[config.mk]
export PLATFORM = sky130hd
export DESIGN_NAME = wtosc_queue
export DESIGN_NICKNAME = d
export VERILOG_FILES = /design/src/hw/rtl/wtosc_pkg.sv /design/src/hw/rtl/wtosc_queue.sv
export SDC_FILE = /design/constraint.sdc
export NUM_CORES = 1
export LEC_CHECK = 0
export BUFFER_PORTS_ARGS = -buffer_cell sky130_fd_sc_hd__buf_2
export CAP_MARGIN = 20
export CORE_MARGIN = 2
export CORE_UTILIZATION = 50
export DETAILED_ROUTE_END_ITERATION = 7
export PLACE_DENSITY = 0.86
export SYNTH_ARGS = -nofsm -noshare
export SYNTH_HDL_FRONTEND = slang
export SYNTH_SLANG_ARGS = --single-unit
[constraint.sdc]
create_clock -name clk -period 2.75 [get_ports clk]
set_input_delay 0.55 -clock clk [delete_from_list [all_inputs] [get_ports clk]]
set_output_delay 0.55 -clock clk [all_outputs]
set_load 0.01 [all_outputs]
[src/hw/rtl/wtosc_pkg.sv]
package wtosc_pkg;

  // Field widths of the ports.
  localparam int FREQ_W   = 24;
  localparam int SR_W     = 18;
  localparam int TL_W     = 11;
  localparam int IDX_W    = 10;
  localparam int VAL_W    = 16;
  localparam int SAMPLE_W = 16;
  localparam int OP_W     = 2;
  localparam int CFG_IDX_W = 1;
  localparam int CFG_DATA_W = SR_W;

  // Defaults of the top-level parameters.
  localparam int TABLE_DEPTH_DEF = 1024;
  localparam int PHASE_BITS_DEF  = 32;

  // Blend weight table: (1 - cos(pi*mu)) / 2 in unsigned Q0.16, up to 65536.
  localparam int COS_DEPTH = 256;
  localparam int COS_W     = $clog2(COS_DEPTH);
  localparam int W_W       = 17;
  localparam longint unsigned PI_Q30 = 64'd3373259426;

  // Depth of the command queue between front and back.
  localparam int QUEUE_DEPTH = 2;

  // Reset values of the configuration registers.
  localparam logic [SR_W-1:0] SR_RESET = SR_W'(44100);
  localparam logic [TL_W-1:0] TL_RESET = TL_W'(2);

  // Configuration register indexes.
  localparam logic [CFG_IDX_W-1:0] CFG_SAMPLE_RATE  = 1'b0;
  localparam logic [CFG_IDX_W-1:0] CFG_TABLE_LENGTH = 1'b1;

  // Operation codes of an input beat.
  localparam logic [OP_W-1:0] OP_SET_FREQ = 2'd0;
  localparam logic [OP_W-1:0] OP_TICK     = 2'd1;
  localparam logic [OP_W-1:0] OP_WRITE    = 2'd2;

  // Wavetable values loaded by the clearing pass.
  localparam logic [VAL_W-1:0] VAL_MIN = 16'h8000;
  localparam logic [VAL_W-1:0] VAL_MAX = 16'h7FFF;

  // Classified command handed from the front to the back.
  typedef enum logic [1:0] {
    CMD_STEP,
    CMD_TICK,
    CMD_WRITE
  } cmd_kind_t;

  typedef struct packed {
    cmd_kind_t          kind;
    logic               load_step;
    logic [FREQ_W-1:0]  frequency;
    logic [IDX_W-1:0]   index;
    logic [VAL_W-1:0]   value;
  } cmd_t;

  typedef logic [W_W-1:0] blend_tab_t [COS_DEPTH];

  // Builds the weight table: s = sin(pi*k/(2*D)) in Q30 by a truncated
  // Taylor series, weight = s*s >> 44, clamped to one.
  function automatic blend_tab_t blend_table();
    blend_tab_t tab;
    logic [63:0] theta;
    logic [63:0] term;
    logic [63:0] s;
    for (int k = 0; k < COS_DEPTH; k++) begin
      theta = (PI_Q30 * 64'(k)) / 64'(2 * COS_DEPTH);
      term = theta;
      s = theta;
      for (int n = 1; n <= 8; n++) begin
        term = (term * theta) >> 30;
        term = (term * theta) >> 30;
        term = term / 64'((2 * n) * (2 * n + 1));
        if ((n & 1) == 1) begin
          s = (s >= term) ? s - term : 64'd0;
        end else begin
          s = s + term;
        end
      end
      if (s > (64'd1 << 30)) s = 64'd1 << 30;
      s = (s * s) >> 44;
      if (s > 64'd65536) s = 64'd65536;
      tab[k] = W_W'(s);
    end
    return tab;
  endfunction

endpackage

[src/hw/rtl/wtosc_queue.sv]
module wtosc_queue (
  input  logic            clk,
  input  logic            rst,
  input  logic            push_valid,
  output logic            push_ready,
  input  wtosc_pkg::cmd_t push_cmd,
  output logic            head_valid,
  output wtosc_pkg::cmd_t head_cmd,
  input  logic            pop
);
  import wtosc_pkg::*;

  localparam int QA_W  = (QUEUE_DEPTH > 1) ? $clog2(QUEUE_DEPTH) : 1;
  localparam int CNT_W = $clog2(QUEUE_DEPTH + 1);

  cmd_t             slots [QUEUE_DEPTH];
  logic [QA_W-1:0]  wr_ptr;
  logic [QA_W-1:0]  rd_ptr;
  logic [CNT_W-1:0] count;
  logic             push;

  assign push_ready = count != CNT_W'(QUEUE_DEPTH);
  assign head_valid = count != '0;
  assign head_cmd   = slots[rd_ptr];
  assign push       = push_valid && push_ready;

  // Slot storage.
  always_ff @(posedge clk) begin
    if (push) slots[wr_ptr] <= push_cmd;
  end

  // Pointers and fill count.
  always_ff @(posedge clk) begin
    if (rst) begin
      wr_ptr <= '0;
      rd_ptr <= '0;
      count  <= '0;
    end else begin
      if (push) begin
        wr_ptr <= (wr_ptr == QA_W'(QUEUE_DEPTH - 1)) ? '0 : wr_ptr + QA_W'(1);
      end
      if (pop) begin
        rd_ptr <= (rd_ptr == QA_W'(QUEUE_DEPTH - 1)) ? '0 : rd_ptr + QA_W'(1);
      end
      if (push && !pop) count <= count + CNT_W'(1);
      else if (!push && pop) count <= count - CNT_W'(1);
    end
  end

  a_pop_nonempty: assert property (@(posedge clk) disable iff (rst)
    pop |-> count != '0)
    else $error("queue popped while empty");

  a_push_counts: assert property (@(posedge clk) disable iff (rst)
    (push && !pop) |=> count == $past(count) + CNT_W'(1))
    else $error("queue count missed a beat");

endmodule

==> out/metrics.yaml <==
fin_crit_ns: 2.129
wirelength_um: 6539
yosysUniqueCellTypes: 19
synthDominantCellAreaShare: 0.7820
portBuffers: 111
fin_crit_sh: 0.7742
final_max_slew_viol_count: 0
drtAntennaViolNets: 0
synthSimpleGateAreaFrac: 0.01414
fp-row-count: 32
reg2reg_depth: 4
root_buffer: "clkbuf_8"
end_kind: "primary output"
antenna_found_initial: 0
synthTopCellsByArea: "edfxtp_1, mux2_2, dfxtp_1, buf_6, xor2_1"
critPathSlowestCell: "mux2_2"
synth-compound-area-share: 0.006148
first_pass_iters: 4
die_h_um: 94.23
dp.cells: 401
setup-tns-final_ns: 0
synthMuxAreaShare: 0.1466
hpwl_um: 4493
relSlewSlack: 0.6513
hold_depth: 1
rsz0062_at_grt: "false"
post_drt_wl_per_cell_um: 15.68
final_cells: 417
syn-num-nets: 247
r2r_start: "count[0]"
hold_viol: 0
globalplace.congestion: 0.7002
yosysTopAreaCell: "edfxtp_1"
powerDensity_nw_per_um2: 719.8
worst_pin_slew_ns: 0.5230
cts.path.max_buffers: 2
dpl_worst_slack_ns: 0.8573
synth_top_family_by_area: "multiplexers"
grt_pass1_vias: 2066
holdBufCountCts: 0
hold_start: "push_cmd[45]"
clk_pin_slew_ns: 0.10
arrival_ns: 1.58
fin_skew_ns: 0.01093
core_um2: 7807
avgSynthCellArea_um2: 21.54
clock-sinks: 111
crit_fanout: 30
cts_resized: 0
cts_setup_buffers: 0
syn_inst: 189
drtIter0Drc: 72
r2r_end: "slots[0][31]"
p_leak_nw: 1.851
fp.dieW_um: 94.23
nNetsFinal: 368
ys_warn_count: 0
start_kind: "flop"
synthesis.area_um2: 4070
grt_max_degree: 35
cp_slowest_stage_delay_ns: 0.39
ioPinCount: 112
crit_chain: "buf_4 > mux2_2 > buf_2"
min_to: "slots[0][45]"
worstHoldPathType: "in2reg"
required_ns: 2.20
cts_tree: "done"
setup_viol: 0
seq_area_frac_synth: 0.8066
antenna_cells: 0
maxCapViolations: 0
grt_pass1_wl_um: 9749
numCtsBuffers: 9
clock.fmax_mhz: 469.7
synth-xor-area-share: 0.006456
synth_seq_cells: 111
dieArea_um2: 8878
vias: 2065
grt_remaining_overflow: 0
htreeDepth: 3
vdd_drop_max_uv: 468.8
area_growth_pct: 21.06
outcome: "completed"
grt_usage: 0.1506
clock_latency_ns: 0.35
initial_core_util: 0.5213
worst_slack_ns: 0.6210
remaining_drc_errors: 0
synth-adder-area-share: 0.003074
critical_path_class: "reg2out"
finalPower_w: 0.003546
drt-vias-per-instance: 4.952
reg2reg_slack_ns: 1.00
post_route_cells_drive_above_1_share: 0.5937
[per-layer routing]
layer  track usage  up-vias  part of all wire
met5             0        -                 0
met4       0.04348        0            0.0081
met3       0.04976        7             0.070
met2        0.2643       69              0.51
met1        0.1765     1013              0.41
li1              -      976                 -
[kinds of logic (layout without fill, tap and decap cells)]
family	after synthesis	after routing
flops	111	111
mux	53	53
simple gates	9	9
buf+inv	8	134
compound gates	4	4
xor+xnor	3	3
fa+ha+maj	1	1
[state kept, by name (all words and copies together) (netlist names), named ones only]
register,flops
slots,106
rd_ptr,1
wr_ptr,1
count,2
[cell usage after synthesis (all sizes together)]
| cell | instances |
|---|---|
| edfxtp | 106 |
| mux2 | 53 |
| buf | 6 |
| dfxtp | 5 |
| nor2 | 3 |
| a21oi | 2 |
| inv | 2 |
| xor2 | 2 |
| a21bo | 1 |
| and2 | 1 |
| and3 | 1 |
| ha | 1 |
| nand2b | 1 |
| nand3b | 1 |
| o21ai | 1 |
| or2 | 1 |
| or3 | 1 |
| xnor2 | 1 |
[per-stage QoR]
| stage | hold WS (ns) | utilization | instance area (um2) |
|---|---|---|---|
| after floorplan | 0.4799 | - | 4070 |
| after global placement | 0.4930 | 0.6077 | 4745 |
| after detailed placement | 0.5293 | 0.6077 | 4745 |
| after CTS | 0.3632 | 0.6311 | 4927 |
| after global routing | 0.3564 | 0.6311 | 4927 |
| final | 0.3827 | 0.6311 | 4927 |
[area by class of cell]
type	instances	area, um2
Clock buffer	13	138.9
Sequential cell	111	3284
Clock inverter	3	43.79
Tap cell	102	127.6
Timing Repair Buffer	116	605.6
Multi-Input combinational cell	70	719.4
Inverter	2	7.507
Fill cell	569	2880
[worst max-delay path by stage]
| stage | start | end | slack [ns] | cells after the start |
|---|---|---|---|---|
| 2_1_floorplan | push_valid | slots[1][0] | 0.48 | 1 |
| 3_3_place_gp | push_valid | slots[0][5] | 0.90 | 4 |
| 3_5_place_dp | push_valid | slots[0][8] | 0.86 | 4 |
| 4_1_cts | flop | head_cmd[22] | 0.59 | 3 |
| 5_1_grt | flop | head_cmd[22] | 0.53 | 3 |
| 6_report | flop | head_cmd[27] | 0.62 | 3 |
[worst max-delay path, delay by kind of cell (launching register included)]
kind | cells | cell delay, ns
mux | 1 | 0.39
buf+inv | 2 | 0.49
flops | 1 | 0.33
[power by group]
group | internal, W | switching, W
logic | 0.000258 | 0.000294
registers | 0.00204 | 0.0000447
clock network | 0.000424 | 0.000482
total | 0.00273 | 0.000820
[cells in the final DEF (no fill, tap or decap)]
cell type,instances
buf_2,111
edfxtp_1,106
mux2_2,53
clkbuf_8,9
clkbuf_1,4
dfxtp_1,4
buf_4,4
nor2_1,3
xor2_1,2
a21oi_1,2
nand2b_4,1
and2_1,1
inv_1,1
or2_2,1
and3_2,1
nand3b_1,1
inv_2,1
xnor2_1,1
a21bo_2,1
o21ai_0,1
or3_1,1
ha_1,1
dfxtp_2,1
bufinv_16,1
clkinv_4,1
clkinv_2,1
buf_12,1
No activity file was read; power rests on OpenSTA's default activity.
