### config.mk
export PLATFORM = sky130hd
export DESIGN_NAME = wtosc_front
export DESIGN_NICKNAME = d
export VERILOG_FILES = /design/src/hw/rtl/wtosc_pkg.sv /design/src/hw/rtl/wtosc_front.sv
export SDC_FILE = /design/constraint.sdc
export NUM_CORES = 1
export LEC_CHECK = 0
export ABC_AREA = 1
export BUFFER_PORTS_ARGS = -buffer_cell sky130_fd_sc_hd__buf_4
export CAP_MARGIN = 20
export CELL_PAD_IN_SITES_DETAIL_PLACEMENT = 1
export CELL_PAD_IN_SITES_GLOBAL_PLACEMENT = 2
export CORE_UTILIZATION = 23
export DETAILED_ROUTE_END_ITERATION = 8
export PLACE_DENSITY = 0.75
export SLEW_MARGIN = 10
export SYNTH_ARGS = -nofsm -noshare
export SYNTH_HDL_FRONTEND = slang
export SYNTH_SLANG_ARGS = --single-unit
### constraint.sdc
create_clock -name clk -period 6.3 [get_ports clk]
set_input_delay 1.89 -clock clk [delete_from_list [all_inputs] [get_ports clk]]
set_output_delay 1.89 -clock clk [all_outputs]
set_load 0.02 [all_outputs]
### src/hw/rtl/wtosc_pkg.sv
package wtosc_pkg;

  // Field widths of the ports.
  localparam int FREQ_W   = 24;
  localparam int SR_W     = 18;
  localparam int TL_W     = 11;
  localparam int IDX_W    = 10;
  localparam int VAL_W    = 16;
  localparam int SAMPLE_W = 16;
  localparam int OP_W     = 2;
  localparam int CFG_IDX_W = 1;
  localparam int CFG_DATA_W = SR_W;

  // Defaults of the top-level parameters.
  localparam int TABLE_DEPTH_DEF = 1024;
  localparam int PHASE_BITS_DEF  = 32;

  // Blend weight table: (1 - cos(pi*mu)) / 2 in unsigned Q0.16, up to 65536.
  localparam int COS_DEPTH = 256;
  localparam int COS_W     = $clog2(COS_DEPTH);
  localparam int W_W       = 17;
  localparam longint unsigned PI_Q30 = 64'd3373259426;

  // Depth of the command queue between front and back.
  localparam int QUEUE_DEPTH = 2;

  // Reset values of the configuration registers.
  localparam logic [SR_W-1:0] SR_RESET = SR_W'(44100);
  localparam logic [TL_W-1:0] TL_RESET = TL_W'(2);

  // Configuration register indexes.
  localparam logic [CFG_IDX_W-1:0] CFG_SAMPLE_RATE  = 1'b0;
  localparam logic [CFG_IDX_W-1:0] CFG_TABLE_LENGTH = 1'b1;

  // Operation codes of an input beat.
  localparam logic [OP_W-1:0] OP_SET_FREQ = 2'd0;
  localparam logic [OP_W-1:0] OP_TICK     = 2'd1;
  localparam logic [OP_W-1:0] OP_WRITE    = 2'd2;

  // Wavetable values loaded by the clearing pass.
  localparam logic [VAL_W-1:0] VAL_MIN = 16'h8000;
  localparam logic [VAL_W-1:0] VAL_MAX = 16'h7FFF;

  // Classified command handed from the front to the back.
  typedef enum logic [1:0] {
    CMD_STEP,
    CMD_TICK,
    CMD_WRITE
  } cmd_kind_t;

  typedef struct packed {
    cmd_kind_t          kind;
    logic               load_step;
    logic [FREQ_W-1:0]  frequency;
    logic [IDX_W-1:0]   index;
    logic [VAL_W-1:0]   value;
  } cmd_t;

  typedef logic [W_W-1:0] blend_tab_t [COS_DEPTH];

  // Builds the weight table: s = sin(pi*k/(2*D)) in Q30 by a truncated
  // Taylor series, weight = s*s >> 44, clamped to one.
  function automatic blend_tab_t blend_table();
    blend_tab_t tab;
    logic [63:0] theta;
    logic [63:0] term;
    logic [63:0] s;
    for (int k = 0; k < COS_DEPTH; k++) begin
      theta = (PI_Q30 * 64'(k)) / 64'(2 * COS_DEPTH);
      term = theta;
      s = theta;
      for (int n = 1; n <= 8; n++) begin
        term = (term * theta) >> 30;
        term = (term * theta) >> 30;
        term = term / 64'((2 * n) * (2 * n + 1));
        if ((n & 1) == 1) begin
          s = (s >= term) ? s - term : 64'd0;
        end else begin
          s = s + term;
        end
      end
      if (s > (64'd1 << 30)) s = 64'd1 << 30;
      s = (s * s) >> 44;
      if (s > 64'd65536) s = 64'd65536;
      tab[k] = W_W'(s);
    end
    return tab;
  endfunction

endpackage

### src/hw/rtl/wtosc_front.sv
module wtosc_front #(
  parameter int TABLE_DEPTH = wtosc_pkg::TABLE_DEPTH_DEF
) (
  input  logic                              clk,
  input  logic                              rst,
  input  logic                              in_valid,
  output logic                              in_ready,
  input  logic [wtosc_pkg::OP_W-1:0]        op,
  input  logic [wtosc_pkg::FREQ_W-1:0]      frequency,
  input  logic                              signal_connected,
  input  logic [wtosc_pkg::IDX_W-1:0]       table_index,
  input  logic signed [wtosc_pkg::VAL_W-1:0] table_value,
  input  logic                              init_done,
  output logic                              push_valid,
  input  logic                              push_ready,
  output wtosc_pkg::cmd_t                   push_cmd
);
  import wtosc_pkg::*;

  logic hold_valid;
  cmd_t hold_cmd;
  cmd_t cmd;
  logic keep;

  // Classify the incoming beat; unknown codes and writes past the table drop.
  always_comb begin
    cmd.kind      = CMD_TICK;
    cmd.load_step = signal_connected;
    cmd.frequency = frequency;
    cmd.index     = table_index;
    cmd.value     = table_value;
    keep          = 1'b0;
    case (op)
      OP_SET_FREQ: begin
        cmd.kind      = CMD_STEP;
        cmd.load_step = 1'b1;
        keep          = 1'b1;
      end
      OP_TICK: begin
        cmd.kind = CMD_TICK;
        keep     = 1'b1;
      end
      OP_WRITE: begin
        cmd.kind = CMD_WRITE;
        keep     = 32'(table_index) < 32'(TABLE_DEPTH);
      end
      default: begin
        keep = 1'b0;
      end
    endcase
  end

  assign in_ready   = init_done && (!hold_valid || push_ready);
  assign push_valid = hold_valid;
  assign push_cmd   = hold_cmd;

  // One holding register in front of the queue.
  always_ff @(posedge clk) begin
    if (rst) begin
      hold_valid <= 1'b0;
    end else if (in_valid && in_ready) begin
      hold_valid <= keep;
      hold_cmd   <= cmd;
    end else if (push_ready) begin
      hold_valid <= 1'b0;
    end
  end

endmodule

==> impl_metrics.py, run 1 <==
metrics = {
    "status": {
        "status": "complete, no violations",
    },
    "timing": {
        "relSlewSlack": 0.7602,
        "fin_skew_ns": 0.004548,
        "fmax_ghz": 0.2337,
        "fin_crit_ns": 4.279,
        "hold_viol": 0,
        "finalSetupTns_ns": 0,
        "fin_crit_sh": 0.6791,
        "grt_setup_unrepaired": "false",
        "worst_slack_ns": 2.021,
        "finalSetupViolations": 0,
        "slew_violations": 0,
        "tightestPinTransition_ns": 0.3597,
    },
    "final_layout": {
        "fin_cells": 286,
        "areaGrowthSynthToFinish_pct": 62.99,
        "nNetsFinal": 247,
        "final_layout_size_suffix_gt1_frac": 0.6421,
        "diodes": 0,
        "fin_util": 0.3966,
    },
    "logic_synthesis": {
        "netlist_top_cells_count": "edfxtp_1 (53), inv_1 (4), nand2_1 (3), nor2_1 (2)",
        "synth_top_area_frac": 0.9471,
        "synth_nets": 127,
        "synth_most_common_cell": "edfxtp_1",
        "async_flop_share": 0,
        "ys.flop_type": "edfxtp_1",
        "synth_cell_types": 11,
        "syn_area_mm2": 0.001680,
        "synthCells": 69,
        "synth_top_cell_by_area": "edfxtp_1",
        "ys_ff_latch": 54,
        "synth-edff-count": 53,
        "yosys_warnings": 0,
        "synth.avg_cell_area_um2": 24.35,
        "yosysSeqAreaShare": 0.9590,
        "synth_area_leaders": "edfxtp_1 (95%), dfxtp_1 (1.2%), inv_1 (0.89%)",
    },
    "grt": {
        "grt_pass1_vias": 1165,
        "grt_first_pass_wirelength_um": 5720,
        "overflow": 0,
        "antenna_found_initial": 0,
        "grt.total_usage": 0.1029,
        "grt_max_degree": 29,
    },
    "pwr": {
        "p_leak_nw": 1.132,
        "p_sw_frac": 0.2061,
        "pwr-share-seq": 0.627,
        "pwr-share-comb": 0.098,
        "p_int_w": 0.0005186,
        "power.density_mw_per_mm2": 238.5,
        "clkPwrFrac": 0.275,
        "ir_worst_vdd_mv": 0.07688,
        "power_switching_w": 0.0001346,
    },
    "floorplanning": {
        "fp.dieArea_mm2": 0.007652,
        "rows": 30,
        "start_util": 0.2433,
        "die_h_um": 87.48,
        "fp.dieW_um": 87.48,
        "io_pins": 113,
        "core_mm2": 0.006907,
    },
    "placement": {
        "globalplace.congestion": 0.6560,
        "place_ws_ns": 2.025,
        "portBuffers": 112,
        "dp_hpwl_um": 3082,
        "dp_cells": 278,
    },
    "run": {
        "maxCapViolCount": 0,
    },
    "hold_path": {
        "hp-start": "push_valid",
        "hold_class": "reg -> reg",
    },
    "cts": {
        "cts_setup_buffers": 0,
        "ctsHoldBuffers": 0,
        "cts_tree": "done",
        "root_buffer": "clkbuf_8",
        "clk_latency_ns": 0.30,
        "path_clk_slew_ns": 0.09,
        "cts_max_level": 2,
        "cts_buffer_depth": 2,
        "cts_sinks": 54,
        "cts_resized": 0,
        "cts_buffers": 5,
    },
    "detailed_routing": {
        "route.detailed.drc": 0,
        "wl_per_cell_um": 13.71,
        "drtPass1Iterations": 3,
        "num_vias": 1073,
        "ant_nets": 0,
        "drt-total-wl_um": 3922,
        "drt_iter0_markers": 36,
        "viasPerCell": 3.752,
    },
    "setup_path": {
        "r2r_slack_ns": 4.93,
        "reg2reg_to": "push_cmd[25]",
        "cp_max_fo": 3,
        "timing.rr.start": "push_valid",
        "worstSetupEndpointType": "primary output",
        "critPathLaunch": "push_ready",
        "crit_path_start_kind": "primary input",
        "crit_end": "in_ready",
        "crit_required_ns": 4.41,
        "worst-r2r-cell-count": 4,
        "worstPathArrival_ns": 2.39,
        "timing_worst_setup_path_type": "in -> out",
    },
}
sequential cells by signal (all words and copies together), names as in the netlist:
name,count
push_cmd,53
push_valid,1
power by group through the flow:
stage,Clock [W],Combinational [W],Sequential [W]
6_report,0.000180,0.0000639,0.000409
5_1_grt,0.000204,0.0000689,0.000410
4_1_cts,0.000193,0.0000653,0.000410
3_5_place_dp,0,0.0000653,0.000418
3_3_place_gp,0,0.0000635,0.000417
2_1_floorplan,0,0.00000650,0.000432
placed cells by master (no fill, tap or decap), drive strengths merged:
cell type and count:
nand2 4, or2 1, o21bai 1, clkinv 2, nor2 2, buf 114
clkbuf 6, inv 4, dfxtp 1, nand4 1, edfxtp 53, nor3 1
metrics by stage:
stage                     instance area, um^2  total power, W  hold slack (ns)
after floorplan                          1680       0.0004382           0.6161
after global placement                   2658       0.0004807           0.5604
after detailed placement                 2658       0.0004830           0.5619
after CTS                                2739       0.0006674           0.5821
after global routing                     2739       0.0006838           0.6543
final                                    2739       0.0006532           0.5808
cells by family after synthesis:
| family | Yosys count | share of synthesized area |
|---|---|---|
| buffers and inverters | 5 | 0.01116 |
| flip-flops | 54 | 0.9590 |
| AND/OR/NAND/NOR | 9 | 0.02532 |
| AO/OA/AOI/OAI | 1 | 0.004469 |
layout make-up:
type	instances	area [um^2]
inverter	4	15.01
fill	760	4168
multi-input combinational	10	55.05
clock buffer	6	72.57
clock inverter	2	8.758
tap	96	120.1
timing repair buffer	114	855.8
sequential	54	1612
routing by layer:
| layer | part of all wire | GRT usage | routed length, um | vias up |
|---|---|---|---|---|
| met5 | 0 | 0 | 0 | - |
| met4 | 0.011 | 0.03577 | 44 | 0 |
| met3 | 0.14 | 0.05118 | 554 | 6 |
| met2 | 0.48 | 0.1655 | 1871 | 78 |
| met1 | 0.37 | 0.1188 | 1451 | 490 |
| li1 | - | - | - | 499 |
how the worst min path moves through the flow:
stage / slack, ns / depth (start not counted) / endpoint
finish: 0.58 / 3 / push_valid
CTS: 0.58 / 3 / push_valid
global route: 0.65 / 3 / push_valid
global placement: 0.56 / 3 / push_valid
detailed placement: 0.56 / 3 / push_valid
floorplan: 0.62 / 3 / push_valid
critical path, cell delays in order:
cell,delay [ns]
buf_4,0.10
inv_1,0.05
nand2_2,0.05
nand2_1,0.09
inv_1,0.05
buf_4,0.15
(Power assumes the default switching activity.)
==> run 2: changes to the inputs <==
- ABC_AREA: 1 -> 0
- CORE_UTILIZATION: 23 -> 26
- PLACE_DENSITY: 0.75 -> 0.79
- clock period: 6.3 -> 4.5 ns (I/O delays scaled with it)
==> impl_metrics.py, run 2 <==
metrics = {
    "status": {
        "status": "complete, no violations",
    },
    "setup_path": {
        "critPathLaunch": "push_ready",
        "cp_top_family": "buffers and inverters",
        "crit_required_ns": 3.15,
        "worst_path_max_delay_cell": "nor2b_4",
        "crit_end": "in_ready",
        "cp_max_fo": 3,
        "critPathBufInv": 2,
        "crit_path_start_kind": "primary input",
        "crit_chain": "buf_4, nor2b_4, nor2b_1, buf_4",
        "timing_worst_setup_path_type": "in -> out",
        "timing.rr.start": "push_valid",
        "crit_path_max_incr_delay_ns": 0.15,
        "reg2reg_to": "push_cmd[16]",
        "r2r_slack_ns": 2.95,
        "worstPathArrival_ns": 1.84,
        "worstSetupEndpointType": "primary output",
        "crit_cells": 4,
        "worst-r2r-cell-count": 3,
        "cp_common_cell": "buf_4",
    },
    "logic_synthesis": {
        "synth_cell_types": 11,
        "synth_nets": 122,
        "synth-edff-count": 53,
        "synth_area_leaders": "edfxtp_1 (95%), dfxtp_1 (1.2%), nor2b_4 (0.82%)",
        "synth_most_common_cell": "edfxtp_1",
        "async_flop_share": 0,
        "ys.flop_type": "edfxtp_1",
        "yosysSeqAreaShare": 0.9626,
        "synth_top_cell_by_area": "edfxtp_1",
        "ys_ff_latch": 54,
        "synth.avg_cell_area_um2": 26.16,
        "syn_area_mm2": 0.001674,
        "synth_top_area_frac": 0.9507,
        "yosys_warnings": 0,
        "netlist_top_cells_count": "edfxtp_1 (53), nand2_1 (2)",
        "synthCells": 64,
    },
    "final_layout": {
        "fin_cells": 259,
        "diodes": 0,
        "mostFrequentLayoutCells": "buf_4 (113), edfxtp_1 (53), clkbuf_8 (5)",
        "nNetsFinal": 241,
        "multiInputGateArea_um2": 70.07,
        "largest_reg_flops": 53,
        "regArea_mm2": 0.001612,
        "areaGrowthSynthToFinish_pct": 62.03,
        "final_common_cell": "buf_4",
        "fill_cells": 607,
        "final_layout_size_suffix_gt1_frac": 0.6685,
    },
    "placement": {
        "globalplace.congestion": 0.7156,
        "place_ws_ns": 1.308,
        "dp_cells": 251,
        "portBuffers": 112,
    },
    "detailed_routing": {
        "ant_nets": 0,
        "num_vias": 1068,
        "wl_per_cell_um": 14.71,
        "met1_length_um": 1199,
        "drt_iter0_markers": 14,
        "drt-total-wl_um": 3811,
        "highest-signal-layer": "met4",
        "drtPass1Iterations": 2,
        "met2_length_um": 1912,
        "route.detailed.drc": 0,
        "viasPerCell": 4.124,
        "dr_wl_met3_um": 637,
    },
    "timing": {
        "fin_crit_ns": 3.192,
        "worst_slack_ns": 1.308,
        "grt_setup_unrepaired": "false",
        "fmax_ghz": 0.3133,
        "tightestPinTransition_ns": 0.6509,
        "relSlewSlack": 0.5661,
        "finalSetupViolations": 0,
        "slew_violations": 0,
        "fin_skew_ns": 0.01029,
        "finalSetupTns_ns": 0,
        "fin_crit_sh": 0.7094,
        "hold_viol": 0,
    },
    "floorplanning": {
        "fp.dieW_um": 82.24,
        "io_pins": 113,
        "core_mm2": 0.006061,
        "die_h_um": 82.24,
        "rows": 28,
        "start_util": 0.2762,
        "fp.dieArea_mm2": 0.006763,
    },
    "grt": {
        "antenna_found_initial": 0,
        "grt_max_degree": 54,
        "grt_pass1_vias": 1121,
        "grt_first_pass_wirelength_um": 5409,
        "overflow": 0,
        "grt.total_usage": 0.1148,
    },
    "cts": {
        "clk_latency_ns": 0.30,
        "root_buffer": "clkbuf_8",
        "ctsHoldBuffers": 0,
        "cts_tree": "done",
        "cts_resized": 0,
        "cts_max_level": 2,
        "cts_sinks": 54,
        "path_clk_slew_ns": 0.09,
        "cts_buffer_depth": 2,
        "cts_buffers": 5,
        "cts_setup_buffers": 0,
    },
    "run": {
        "maxCapViolCount": 0,
    },
    "pwr": {
        "p_leak_nw": 1.105,
        "power_switching_w": 0.0001944,
        "pwr-share-seq": 0.621,
        "pwr-share-comb": 0.097,
        "ir_worst_vdd_mv": 0.1845,
        "clkPwrFrac": 0.282,
        "power.density_mw_per_mm2": 340.2,
        "p_sw_frac": 0.2106,
        "p_int_w": 0.0007284,
    },
    "hold_path": {
        "hp-start": "push_valid",
        "hold_class": "reg -> reg",
    },
}
==> run 2: cell count changes in the layout (fill, tap and decap cells not counted), sizes merged <==
cell | previous run | this run
a31oi | 0 | 1
and2b | 0 | 1
buf | 114 | 113
clkbuf | 6 | 5
clkinv | 2 | 1
clkinvlp | 0 | 1
inv | 4 | 1
nand2 | 4 | 2
nand4 | 1 | 0
nor2 | 2 | 1
nor2b | 0 | 2
or2 | 1 | 0
==> run 2: worst reg2reg max path, cell delays in order (launching register included) <==
cell and delay (ns):
dfxtp_1 0.33, nor2b_4 0.14, nor3_4 0.14, buf_4 0.55
==> run 2: worst min-delay path by stage <==
stage	end	slack [ns]	depth (start not counted)
finish	push_valid	0.69	3
global route	push_valid	0.76	3
CTS	push_valid	0.70	3
detailed placement	push_valid	0.69	3
global placement	push_valid	0.65	3
floorplan	push_valid	0.72	3
==> run 2: routing by layer <==
| metal | up-vias | global-route usage |
|---|---|---|
| met5 | - | 0 |
| met4 | 0 | 0.05263 |
| met3 | 5 | 0.08022 |
| met2 | 78 | 0.1942 |
| met1 | 499 | 0.1040 |
| li1 | 486 | - |
==> run 2: through the flow <==
stage                     cell area, um^2  utilization   power, W  hold WS (ns)
after floorplan                      1679            -  0.0006120        0.7160
after global placement               2624       0.4329  0.0006729        0.6508
after detailed placement             2624       0.4329  0.0006758        0.6931
after CTS                            2713       0.4476  0.0009405        0.7035
after global routing                 2713       0.4476  0.0009649        0.7593
final                                2713       0.4476  0.0009228        0.6890
==> run 2: kinds of logic after synthesis <==
kind of cell | Yosys count | synth area share
buffers and inverters | 1 | 0.002240
AND/OR/NAND/NOR | 7 | 0.02690
AO/OA/AOI/OAI | 2 | 0.008225
flip-flops | 54 | 0.9626
==> run 2: cell type report <==
class / count / area share
Sequential cell: 54 / 0.5941
Timing Repair Buffer: 113 / 0.3127
Tap cell: 75 / 0.03459
Multi-Input combinational cell: 9 / 0.02583
Clock buffer: 5 / 0.02537
Clock inverter: 3 / 0.007380
==> run 2: power groups by stage <==
stage | combinational [W] | clock, W | sequential, W
2_1_floorplan | 0.00000924 | 0 | 0.000603
3_3_place_gp | 0.0000889 | 0 | 0.000584
3_5_place_dp | 0.0000912 | 0 | 0.000585
4_1_cts | 0.0000913 | 0.000276 | 0.000573
5_1_grt | 0.0000957 | 0.000295 | 0.000574
6_report | 0.0000895 | 0.000261 | 0.000573
==> run 3: changes to the inputs <==
- clock period: 4.5 -> 3.2 ns (I/O delays scaled with it)
==> impl_metrics.py, run 3 (synthesis gave the netlist of run 2 again) <==
metrics = {
    "cts": {
        "cts_sinks": 54,
        "path_clk_slew_ns": 0.10,
        "cts_max_level": 2,
        "cts_tree": "done",
        "ctsHoldBuffers": 0,
        "cts_setup_buffers": 0,
        "root_buffer": "clkbuf_8",
        "clk_latency_ns": 0.30,
        "cts_resized": 0,
        "cts_buffer_depth": 2,
        "cts_buffers": 5,
    },
    "floorplanning": {
        "rows": 28,
        "fp.dieW_um": 82.24,
        "core_mm2": 0.006061,
        "fp.dieArea_mm2": 0.006763,
        "start_util": 0.2762,
        "die_h_um": 82.24,
        "io_pins": 113,
    },
    "placement": {
        "portBuffers": 112,
        "dp_cells": 251,
        "globalplace.congestion": 0.7414,
    },
    "final_layout": {
        "largest_reg_flops": 53,
        "fin_cells": 259,
        "fill_cells": 612,
        "mostFrequentLayoutCells": "buf_4 (113), edfxtp_1 (53), clkbuf_8 (5)",
        "areaGrowthSynthToFinish_pct": 63.75,
        "final_common_cell": "buf_4",
        "multiInputGateArea_um2": 70.07,
        "diodes": 0,
        "regArea_mm2": 0.001612,
        "nNetsFinal": 241,
        "final_layout_size_suffix_gt1_frac": 0.6739,
    },
    "pwr": {
        "power_w": 0.001392,
        "pwr-share-seq": 0.579,
        "clkPwrFrac": 0.331,
        "ir_worst_vdd_mv": 0.2540,
        "p_leak_nw": 1.119,
        "pwr-share-comb": 0.090,
        "p_sw_frac": 0.2036,
        "power.density_mw_per_mm2": 507.7,
        "p_int_w": 0.001108,
        "power_switching_w": 0.0002834,
    },
    "detailed_routing": {
        "drt_iter0_markers": 11,
        "ant_nets": 0,
        "num_vias": 1027,
        "wl_per_cell_um": 14.64,
        "drt-total-wl_um": 3792,
        "drtPass1Iterations": 2,
        "route.detailed.drc": 0,
        "viasPerCell": 3.965,
    },
    "timing": {
        "grt_setup_unrepaired": "false",
        "fmax_ghz": 0.4166,
        "hold_viol": 0,
        "finalSetupViolations": 0,
        "slew_violations": 0,
        "fin_crit_sh": 0.7501,
        "finalSetupTns_ns": 0,
        "relSlewSlack": 0.5798,
        "fin_crit_ns": 2.400,
        "tightestPinTransition_ns": 0.6303,
        "whs_ns": 0.7004,
        "fin_skew_ns": 0.008650,
    },
    "run": {
        "maxCapViolCount": 0,
    },
    "setup_path": {
        "crit_path_start_kind": "primary input",
        "crit_required_ns": 2.24,
        "worstPathArrival_ns": 1.44,
        "worstSetupEndpointType": "primary output",
        "timing_worst_setup_path_type": "in -> out",
        "cp_max_fo": 3,
    },
    "grt": {
        "grt_first_pass_wirelength_um": 5471,
        "overflow": 0,
        "grt_pass1_vias": 1088,
        "grt.total_usage": 0.1174,
        "grt_max_degree": 54,
        "antenna_found_initial": 0,
    },
    "status": {
        "status": "complete, no violations",
    },
    "hold_path": {
        "hold_class": "reg -> reg",
    },
}
-- run 3: worst max-delay path: stages --
cell,delay [ns]
buf_4,0.12
nor2b_4,0.15
nor2b_1,0.06
buf_4,0.15
-- run 3: final timing paths --
kind,start,end,slack (ns),depth (start not counted)
min,push_valid,push_valid,0.70,3
min reg2reg,push_valid,push_valid,0.70,3
max,push_ready,in_ready,0.80,4
max reg2reg,push_valid,push_cmd[11],1.67,3
-- run 3: power by group through the flow --
| stage | logic [W] | registers, W | clock network, W |
|---|---|---|---|
| detailed placement | 0.000128 | 0.000822 | 0 |
| CTS | 0.000128 | 0.000806 | 0.000476 |
| global placement | 0.000125 | 0.000822 | 0 |
| global route | 0.000135 | 0.000808 | 0.000493 |
| floorplan | 0.0000136 | 0.000847 | 0 |
| finish | 0.000125 | 0.000806 | 0.000461 |
-- run 3: area by class of cell --
cell class                      count  share of cell area
Timing Repair Buffer              113              0.3094
Tap cell                           75             0.03423
Sequential cell                    54              0.5879
Clock buffer                        5             0.02510
Clock inverter                      3             0.01780
Multi-Input combinational cell      9             0.02556
-- run 3: routing by layer --
layer / vias up / global-route usage / share of wire / wire length (um)
li1: 485 / - / - / -
met1: 454 / 0.1224 / 0.33 / 1269
met2: 83 / 0.1719 / 0.46 / 1761
met3: 5 / 0.09011 / 0.18 / 690
met4: 0 / 0.05789 / 0.018 / 70
met5: - / 0 / 0 / 0
-- run 3: metrics by stage --
stage / area, um^2 / util / worst slack (ns)
2_1_floorplan: 1685 / - / 0.4774
3_3_place_gp: 2624 / 0.4329 / 0.8089
5_1_grt: 2741 / 0.4523 / 0.7718
6_report: 2741 / 0.4523 / 0.7995
4_1_cts: 2741 / 0.4523 / 0.7971
3_5_place_dp: 2624 / 0.4329 / 0.7986
